**src/pola_pkg.sv**
```systemverilog
// ----------------------------------------------------------------------------
// pola_pkg
// Shared types and codes for the priority-ordered lock arbiter.
// ----------------------------------------------------------------------------
package pola_pkg;

  localparam int ID_BITS         = 16;
  localparam int QUEUE_DEPTH_DEF = 32;
  localparam int COUNT_BITS      = 6;

  localparam logic [1:0] KIND_REQUEST = 2'd0;
  localparam logic [1:0] KIND_RELEASE = 2'd1;
  localparam logic [1:0] KIND_QUERY   = 2'd2;

  localparam logic [1:0] ST_OK        = 2'd0;
  localparam logic [1:0] ST_FULL      = 2'd1;
  localparam logic [1:0] ST_NOT_FOUND = 2'd2;

  typedef enum logic [2:0] {
    S_IDLE,
    S_INS,
    S_INS_HEAD,
    S_SRCH,
    S_SHIFT,
    S_FIN,
    S_GRANT,
    S_RESULT
  } state_t;

  typedef struct packed {
    logic [1:0]         kind;
    logic [ID_BITS-1:0] requester_id;
  } req_t;

  typedef struct packed {
    logic [1:0]            status;
    logic                  grant_valid;
    logic [ID_BITS-1:0]    grant_id;
    logic                  holding;
    logic [COUNT_BITS-1:0] waiting_count;
  } rsp_t;

endpackage

```
**src/pola_id_ram.sv**
```systemverilog
// ----------------------------------------------------------------------------
// pola_id_ram
// Queue storage: one write port, one read port, registered read data.
// ----------------------------------------------------------------------------
module pola_id_ram
  import pola_pkg::*;
#(
  parameter int DEPTH = QUEUE_DEPTH_DEF,
  parameter int WIDTH = ID_BITS
) (
  input  logic                     clk,
  input  logic                     we,
  input  logic [$clog2(DEPTH)-1:0] waddr,
  input  logic [WIDTH-1:0]         wdata,
  input  logic                     re,
  input  logic [$clog2(DEPTH)-1:0] raddr,
  output logic [WIDTH-1:0]         rdata
);

  logic [WIDTH-1:0] mem [DEPTH];

  always_ff @(posedge clk) begin
    if (we) begin
      mem[waddr] <= wdata;
    end
  end

  always_ff @(posedge clk) begin
    if (re) begin
      rdata <= mem[raddr];
    end
  end

endmodule

```
**src/priority_ordered_lock_arbiter_top.sv**
```systemverilog
// ----------------------------------------------------------------------------
// priority_ordered_lock_arbiter_top
// Lock arbiter over a sorted id queue held in a RAM; smallest id gets the lock.
// ----------------------------------------------------------------------------
//  channel | direction | handshake            | payload
//  req     | in        | req_valid, req_stall | req_t  (kind, requester_id)
//  rsp     | out       | rsp_valid, rsp_stall | rsp_t  (status, grant, count)
//
//  One item at a time.
//  Insert walks the queue tail to head, release searches head to tail then
//  shifts, one RAM entry per cycle; a grant adds one RAM read of the head.
//  Reset clears count and lock state; RAM contents past the count are never used.
//  A stalled result holds in the output register; the next item's result waits for it.
// ----------------------------------------------------------------------------
module priority_ordered_lock_arbiter_top
  import pola_pkg::*;
#(
  parameter int QUEUE_DEPTH = QUEUE_DEPTH_DEF
) (
  input  logic clk,
  input  logic rst,
  input  logic req_valid,
  output logic req_stall,
  input  req_t req,
  output logic rsp_valid,
  input  logic rsp_stall,
  output rsp_t rsp
);

  localparam int AW = $clog2(QUEUE_DEPTH);
  localparam int CW = $clog2(QUEUE_DEPTH + 1);
  localparam logic [CW-1:0] DEPTH_C  = CW'(QUEUE_DEPTH);
  localparam logic [CW:0]   DEPTH_W  = (CW+1)'(QUEUE_DEPTH);
  localparam logic [CW-1:0] ONE_C    = CW'(1);
  localparam logic [CW:0]   ONE_W    = (CW+1)'(1);
  localparam logic [CW:0]   TWO_W    = (CW+1)'(2);

  state_t             state, state_next;
  logic [CW-1:0]      count, count_next;
  logic [CW-1:0]      idx, idx_next;
  logic               lock_taken, lock_taken_next;
  logic [ID_BITS-1:0] holder, holder_next;
  logic [1:0]         stat, stat_next;
  logic               granted, granted_next;
  logic [ID_BITS-1:0] gid, gid_next;
  req_t               cur, cur_next;
  logic               rsp_valid_next;
  rsp_t               rsp_next;

  logic               ram_we, ram_re;
  logic [AW-1:0]      ram_waddr, ram_raddr;
  logic [ID_BITS-1:0] ram_wdata, ram_rdata;

  logic [CW:0]        idx_p1, idx_p2;
  logic [CW-1:0]      idx_m1, idx_m2;

  assign idx_p1 = {1'b0, idx} + ONE_W;
  assign idx_p2 = {1'b0, idx} + TWO_W;
  assign idx_m1 = idx - ONE_C;
  assign idx_m2 = idx - CW'(2);

  pola_id_ram #(
    .DEPTH (QUEUE_DEPTH),
    .WIDTH (ID_BITS)
  ) u_ram (
    .clk   (clk),
    .we    (ram_we),
    .waddr (ram_waddr),
    .wdata (ram_wdata),
    .re    (ram_re),
    .raddr (ram_raddr),
    .rdata (ram_rdata)
  );

  always_ff @(posedge clk) begin
    if (rst) begin
      state      <= S_IDLE;
      count      <= '0;
      lock_taken <= 1'b0;
      holder     <= '0;
      rsp_valid  <= 1'b0;
    end else begin
      state      <= state_next;
      count      <= count_next;
      lock_taken <= lock_taken_next;
      holder     <= holder_next;
      rsp_valid  <= rsp_valid_next;
    end
  end

  always_ff @(posedge clk) begin
    idx     <= idx_next;
    stat    <= stat_next;
    granted <= granted_next;
    gid     <= gid_next;
    cur     <= cur_next;
    rsp     <= rsp_next;
  end

  always_comb begin
    state_next      = state;
    count_next      = count;
    idx_next        = idx;
    lock_taken_next = lock_taken;
    holder_next     = holder;
    stat_next       = stat;
    granted_next    = granted;
    gid_next        = gid;
    cur_next        = cur;
    rsp_next        = rsp;
    rsp_valid_next  = rsp_valid && rsp_stall;
    ram_we          = 1'b0;
    ram_waddr       = '0;
    ram_wdata       = '0;
    ram_re          = 1'b0;
    ram_raddr       = '0;
    req_stall       = (state != S_IDLE);

    case (state)
      S_IDLE: begin
        if (req_valid) begin
          cur_next     = req;
          stat_next    = ST_OK;
          granted_next = 1'b0;
          gid_next     = '0;
          state_next   = S_FIN;
          case (req.kind)
            KIND_REQUEST: begin
              if (count == DEPTH_C) begin
                stat_next = ST_FULL;
              end else if (count == '0) begin
                ram_we     = 1'b1;
                ram_waddr  = '0;
                ram_wdata  = req.requester_id;
                count_next = ONE_C;
              end else begin
                ram_re     = 1'b1;
                ram_raddr  = AW'(count - ONE_C);
                idx_next   = count;
                state_next = S_INS;
              end
            end
            KIND_RELEASE: begin
              lock_taken_next = 1'b0;
              holder_next     = '0;
              if (count == '0) begin
                stat_next = ST_NOT_FOUND;
              end else begin
                ram_re     = 1'b1;
                ram_raddr  = '0;
                idx_next   = '0;
                state_next = S_SRCH;
              end
            end
            KIND_QUERY: begin
              state_next = S_FIN;
            end
            default: begin
              state_next = S_FIN;
            end
          endcase
        end
      end

      S_INS: begin
        ram_we    = 1'b1;
        ram_waddr = AW'(idx);
        if (ram_rdata >= cur.requester_id) begin
          ram_wdata = ram_rdata;
          if (idx == ONE_C) begin
            state_next = S_INS_HEAD;
          end else begin
            ram_re    = 1'b1;
            ram_raddr = AW'(idx_m2);
            idx_next  = idx_m1;
          end
        end else begin
          ram_wdata  = cur.requester_id;
          count_next = count + ONE_C;
          state_next = S_FIN;
        end
      end

      S_INS_HEAD: begin
        ram_we     = 1'b1;
        ram_waddr  = '0;
        ram_wdata  = cur.requester_id;
        count_next = count + ONE_C;
        state_next = S_FIN;
      end

      S_SRCH: begin
        ram_re    = (idx_p1 < DEPTH_W);
        ram_raddr = AW'(idx_p1);
        if (ram_rdata == cur.requester_id) begin
          state_next = S_SHIFT;
        end else if (idx_p1 >= {1'b0, count}) begin
          stat_next  = ST_NOT_FOUND;
          state_next = S_FIN;
        end else begin
          idx_next = CW'(idx_p1);
        end
      end

      S_SHIFT: begin
        if (idx_p1 < {1'b0, count}) begin
          ram_we    = 1'b1;
          ram_waddr = AW'(idx);
          ram_wdata = ram_rdata;
          ram_re    = (idx_p2 < DEPTH_W);
          ram_raddr = AW'(idx_p2);
          idx_next  = CW'(idx_p1);
        end else begin
          count_next = count - ONE_C;
          state_next = S_FIN;
        end
      end

      S_FIN: begin
        if (!lock_taken && (count != '0)) begin
          ram_re     = 1'b1;
          ram_raddr  = '0;
          state_next = S_GRANT;
        end else begin
          state_next = S_RESULT;
        end
      end

      S_GRANT: begin
        lock_taken_next = 1'b1;
        holder_next     = ram_rdata;
        granted_next    = 1'b1;
        gid_next        = ram_rdata;
        state_next      = S_RESULT;
      end

      S_RESULT: begin
        if (!rsp_valid || !rsp_stall) begin
          rsp_valid_next         = 1'b1;
          rsp_next.status        = stat;
          rsp_next.grant_valid   = granted;
          rsp_next.grant_id      = gid;
          rsp_next.holding       = lock_taken && (holder == cur.requester_id);
          rsp_next.waiting_count = COUNT_BITS'(count);
          state_next             = S_IDLE;
        end
      end

      default: begin
        state_next = S_IDLE;
      end
    endcase
  end

endmodule

```
**config.mk**
```make
export PLATFORM = sky130hd
export DESIGN_NAME = priority_ordered_lock_arbiter_top
export DESIGN_NICKNAME = d
export VERILOG_FILES = /design/src/pola_pkg.sv /design/src/pola_id_ram.sv /design/src/priority_ordered_lock_arbiter_top.sv
export SDC_FILE = /design/constraint.sdc
export NUM_CORES = 1
export LEC_CHECK = 0
export BUFFER_PORTS_ARGS = -buffer_cell sky130_fd_sc_hd__clkbuf_2
export CAP_MARGIN = 20
export CORE_MARGIN = 4
export CORE_UTILIZATION = 35
export DETAILED_ROUTE_END_ITERATION = 8
export PLACE_DENSITY_LB_ADDON = 0.15
export SYNTH_ARGS = -nofsm -noshare
export SYNTH_HDL_FRONTEND = slang
export SYNTH_SLANG_ARGS = --single-unit
```
**constraint.sdc**
```tcl
create_clock -name clk -period 4.7 [get_ports clk]
set_input_delay 0.94 -clock clk [delete_from_list [all_inputs] [get_ports clk]]
set_output_delay 0.94 -clock clk [all_outputs]
set_load 0.01 [all_outputs]
```
==> metrics.txt <==
Crit path largest cell delay 0.40 ns; dpl cell area 27900 µm²; Sw Share 38.9%; Hold-fix buffers, CTS 0; P_int 13.8 mW; largest net degree at the start of global routing 88; r2r endpoint u_ram.rdata[11]; first-pass GRT wire length 104 mm; P_sw 8.81 mW; total CTS buffers 68; Slew Limit Headroom 34.7%; CTS Sinks 622; final hold vios 0; Primary FF master, synth edfxtp_1; worst-path maximum fanout 36; die area 78600 µm²; Pwr per Cell Area 754 nW/µm²; initial antenna violation count 1; Post-Layout Inst Area 30000 µm²; Peak VDD IR 0.348 mV; CTS clock-pin slew for the worst setup and hold paths 0.07 ns; Leakage 11.1 nW; met1 usage 24.9%; worst path required time 4.95 ns; crit start category flip-flop; Critical Path AT 4.73 ns; f_max 0.224 GHz; Util after Layout 41.0%; die height 280 µm; fin crit period 4.47 ns; antenna-violating nets left 0; Ys Warns 0; DR WL/cell 23.6 µm; crit path cell chain buf_4 > inv_1 > ha_1 > ha_1 > nand3b_1 > a21o_1 > and4_1 > a21oi_2 > o31a_2 > buf_12 > buf_4 > mux2i_1 > mux2i_1 > a22oi_2 > nand4_1; Comb pwr share 40.9%; effective utilization at floorplan 35.5%; Worst path slowest cell edfxtp_1; hold crit path type flip-flop to flip-flop; Post-Place Cells 2869; Hold Path Origin granted; Post-Syn Area per Cell 14.1 µm²; internal reg-to-reg setup slack 0.23 ns; most frequent cells in the layout edfxtp_1 (595), nand2_1 (258), mux2i_1 (146); site row count 99; met3 usage 3.12%; drt via density 5.27; RSZ-0062 raised after global routing no; Global Route Usage Sum 17.8%; CP Class flip-flop to flip-flop; fin cells 2989; fin nets 2034; mapped cell area 26000 µm²; CTS tree built; Hold Path Sink rsp[23]; Final Max Slew Viols 0; Syn Nets 1888; vias in the first global route 15590; io pins 50; Seq/Total Area, Yosys 70.9%; Crit. End Element flip-flop; R2R depth 15; total gr overflow 0; # fillers 6727; number of synthesized flops with an enable pin 595; H-tree levels 3; Die W 280 µm; Async S/R FF share, synth 0%; Pre-antenna DRT Iters 6; Max Root-Sink Buffers 3; final setup skew 0.0324 ns; post-synthesis cell type count 73; core area 73200 µm²; RD Place Congestion 0.831; clock root buffer clkbuf_16; Flop pwr share 36.8%; most common cell after layout, fill and taps aside edfxtp_1; Post-DP HPWL 45.8 mm; final WL 70.7 mm; Final Cycle Share 95.2%; Via Count 15755; count of final setup violators 0; Area Overhead vs Synth 15.6%; # DRC 0; Worst Path Buf+Inv 4; DR iter-0 viols 1409; share of cells above drive strength 1 14.7%; Worst Tran Pin Value 0.979 ns; MaxCap Viol Count 0; outcome complete, no violations; Syn Inst Count 1835; Hold Crit Depth 0; Clock Power Share 22.3%; busiest grt layer met2; crit-path leading delay family compound AO/OA/AOI/OAI gates; Worst-Skew Late Latency 0.62 ns; M2 GR Usage 28.3%; # diodes 0; r2r startpoint idx[0]; number of synthesized register bits 622; Port Buf Inserts 49
## stage by stage
stage | worst slack, ns | hold WS (ns) | setup TNS [ns] | power [mW]
after CTS | 0.0219 | 0.404 | 0 | 22.8
after detailed placement | -0.145 | 0.405 | -0.145 | 17.7
after global placement | -0.0589 | 0.401 | -0.0589 | 17.6
after floorplan | 1.17 | 0.400 | 0 | 13.9
final | 0.227 | 0.403 | 0 | 22.6
after global routing | 0.0760 | 0.419 | 0 | 23.8
## per-layer routing
metal | part of all wire (%) | up-vias
met5 | 0 | -
met4 | 3.1 | 0
met3 | 4.8 | 101
met2 | 46 | 380
met1 | 46 | 8007
li1 | - | 7267
## power groups by stage
stage               combinational, mW  clock (mW)  sequential [mW]
floorplan                        5.71           0             8.24
global placement                 9.22           0             8.43
detailed placement               9.30           0             8.43
CTS                              9.34        5.18             8.32
global route                     10.1        5.42             8.36
finish                           9.25        5.05             8.32
## synthesized netlist by cell type (6+ instances only)
master	count	share of area, %
xor2_1	11	0.37
a222oi_1	16	0.62
nor2_1	93	1.3
a31oi_1	8	0.19
inv_1	45	0.65
buf_4	15	0.43
dfxtp_1	27	2.1
nand4_1	34	0.82
a22oi_1	70	2.0
nand2_1	259	3.7
buf_2	40	0.77
and2_1	23	0.55
a21o_1	7	0.20
buf_6	17	0.74
buf_1	8	0.12
a32oi_1	17	0.57
clkbuf_1	21	0.30
xnor2_1	20	0.67
ha_1	31	1.5
a21oi_1	128	2.5
nor3_1	12	0.23
o21ai_0	15	0.29
a22o_1	11	0.37
edfxtp_1	595	69
nand3_1	79	1.5
nand2b_1	6	0.14
mux2i_1	146	5.6
## timing repair
action / CTS / global route
setup endpoints to repair: 1 / 10
setup buffers: 0 / 1
pin swaps: 1 / 1
cloned: 0 / 0
gates resized for setup: 1 / 4
## final cells by class
cell class	instances	area [µm²]	share of cell area, %
Clock inverter	31	221	0.738
Inverter	45	169	0.563
Clock buffer	88	1850	6.17
Multi-Input combinational cell	1067	6820	22.7
Timing Repair Buffer	177	1330	4.43
Tap cell	959	1200	4.00
Sequential cell	622	18400	61.4
## worst max path at each step
stage | from | to | slack, ns | cells after the start
after floorplan | idx[3] | u_ram.rdata[0] | 1.17 | 18
after global placement | idx[1] | u_ram.rdata[11] | -0.06 | 16
after detailed placement | idx[1] | u_ram.rdata[11] | -0.14 | 16
after CTS | idx[1] | u_ram.rdata[11] | 0.02 | 16
after global routing | idx[0] | u_ram.rdata[11] | 0.08 | 16
final | idx[0] | u_ram.rdata[11] | 0.23 | 15
## sequential cells by signal, indices dropped and copies added, names as in the netlist
signal	flops
idx	6
granted	1
state	3
u_ram.rdata	16
stat	2
holder	16
lock_taken	1
gid	16
cur	16
count	6
u_ram.mem	512
rsp_valid	1
rsp	26
## cell families (layout without fill, tap and decap cells)
logic type	Yosys count	after routing	synth area share (%)
and+or+nand+nor	534	534	9.21
AOI/OAI and AO/OA	321	321	8.53
DFF	622	622	70.9
xor gates and xnor gates	31	31	1.05
adders and majority gates	31	31	1.49
buffers and inverters	146	341	3.01
muxes	150	150	5.80
## worst register-to-register path: cells and delay by family (launching register included)
kind	cells	cell delay (ns)
and+or+nand+nor	3	0.67
adders and majority gates	2	0.69
buffers and inverters	4	0.92
muxes	2	0.33
AOI/OAI and AO/OA	4	1.09
DFF	1	0.40
No activity file was read; power rests on OpenSTA's default activity.
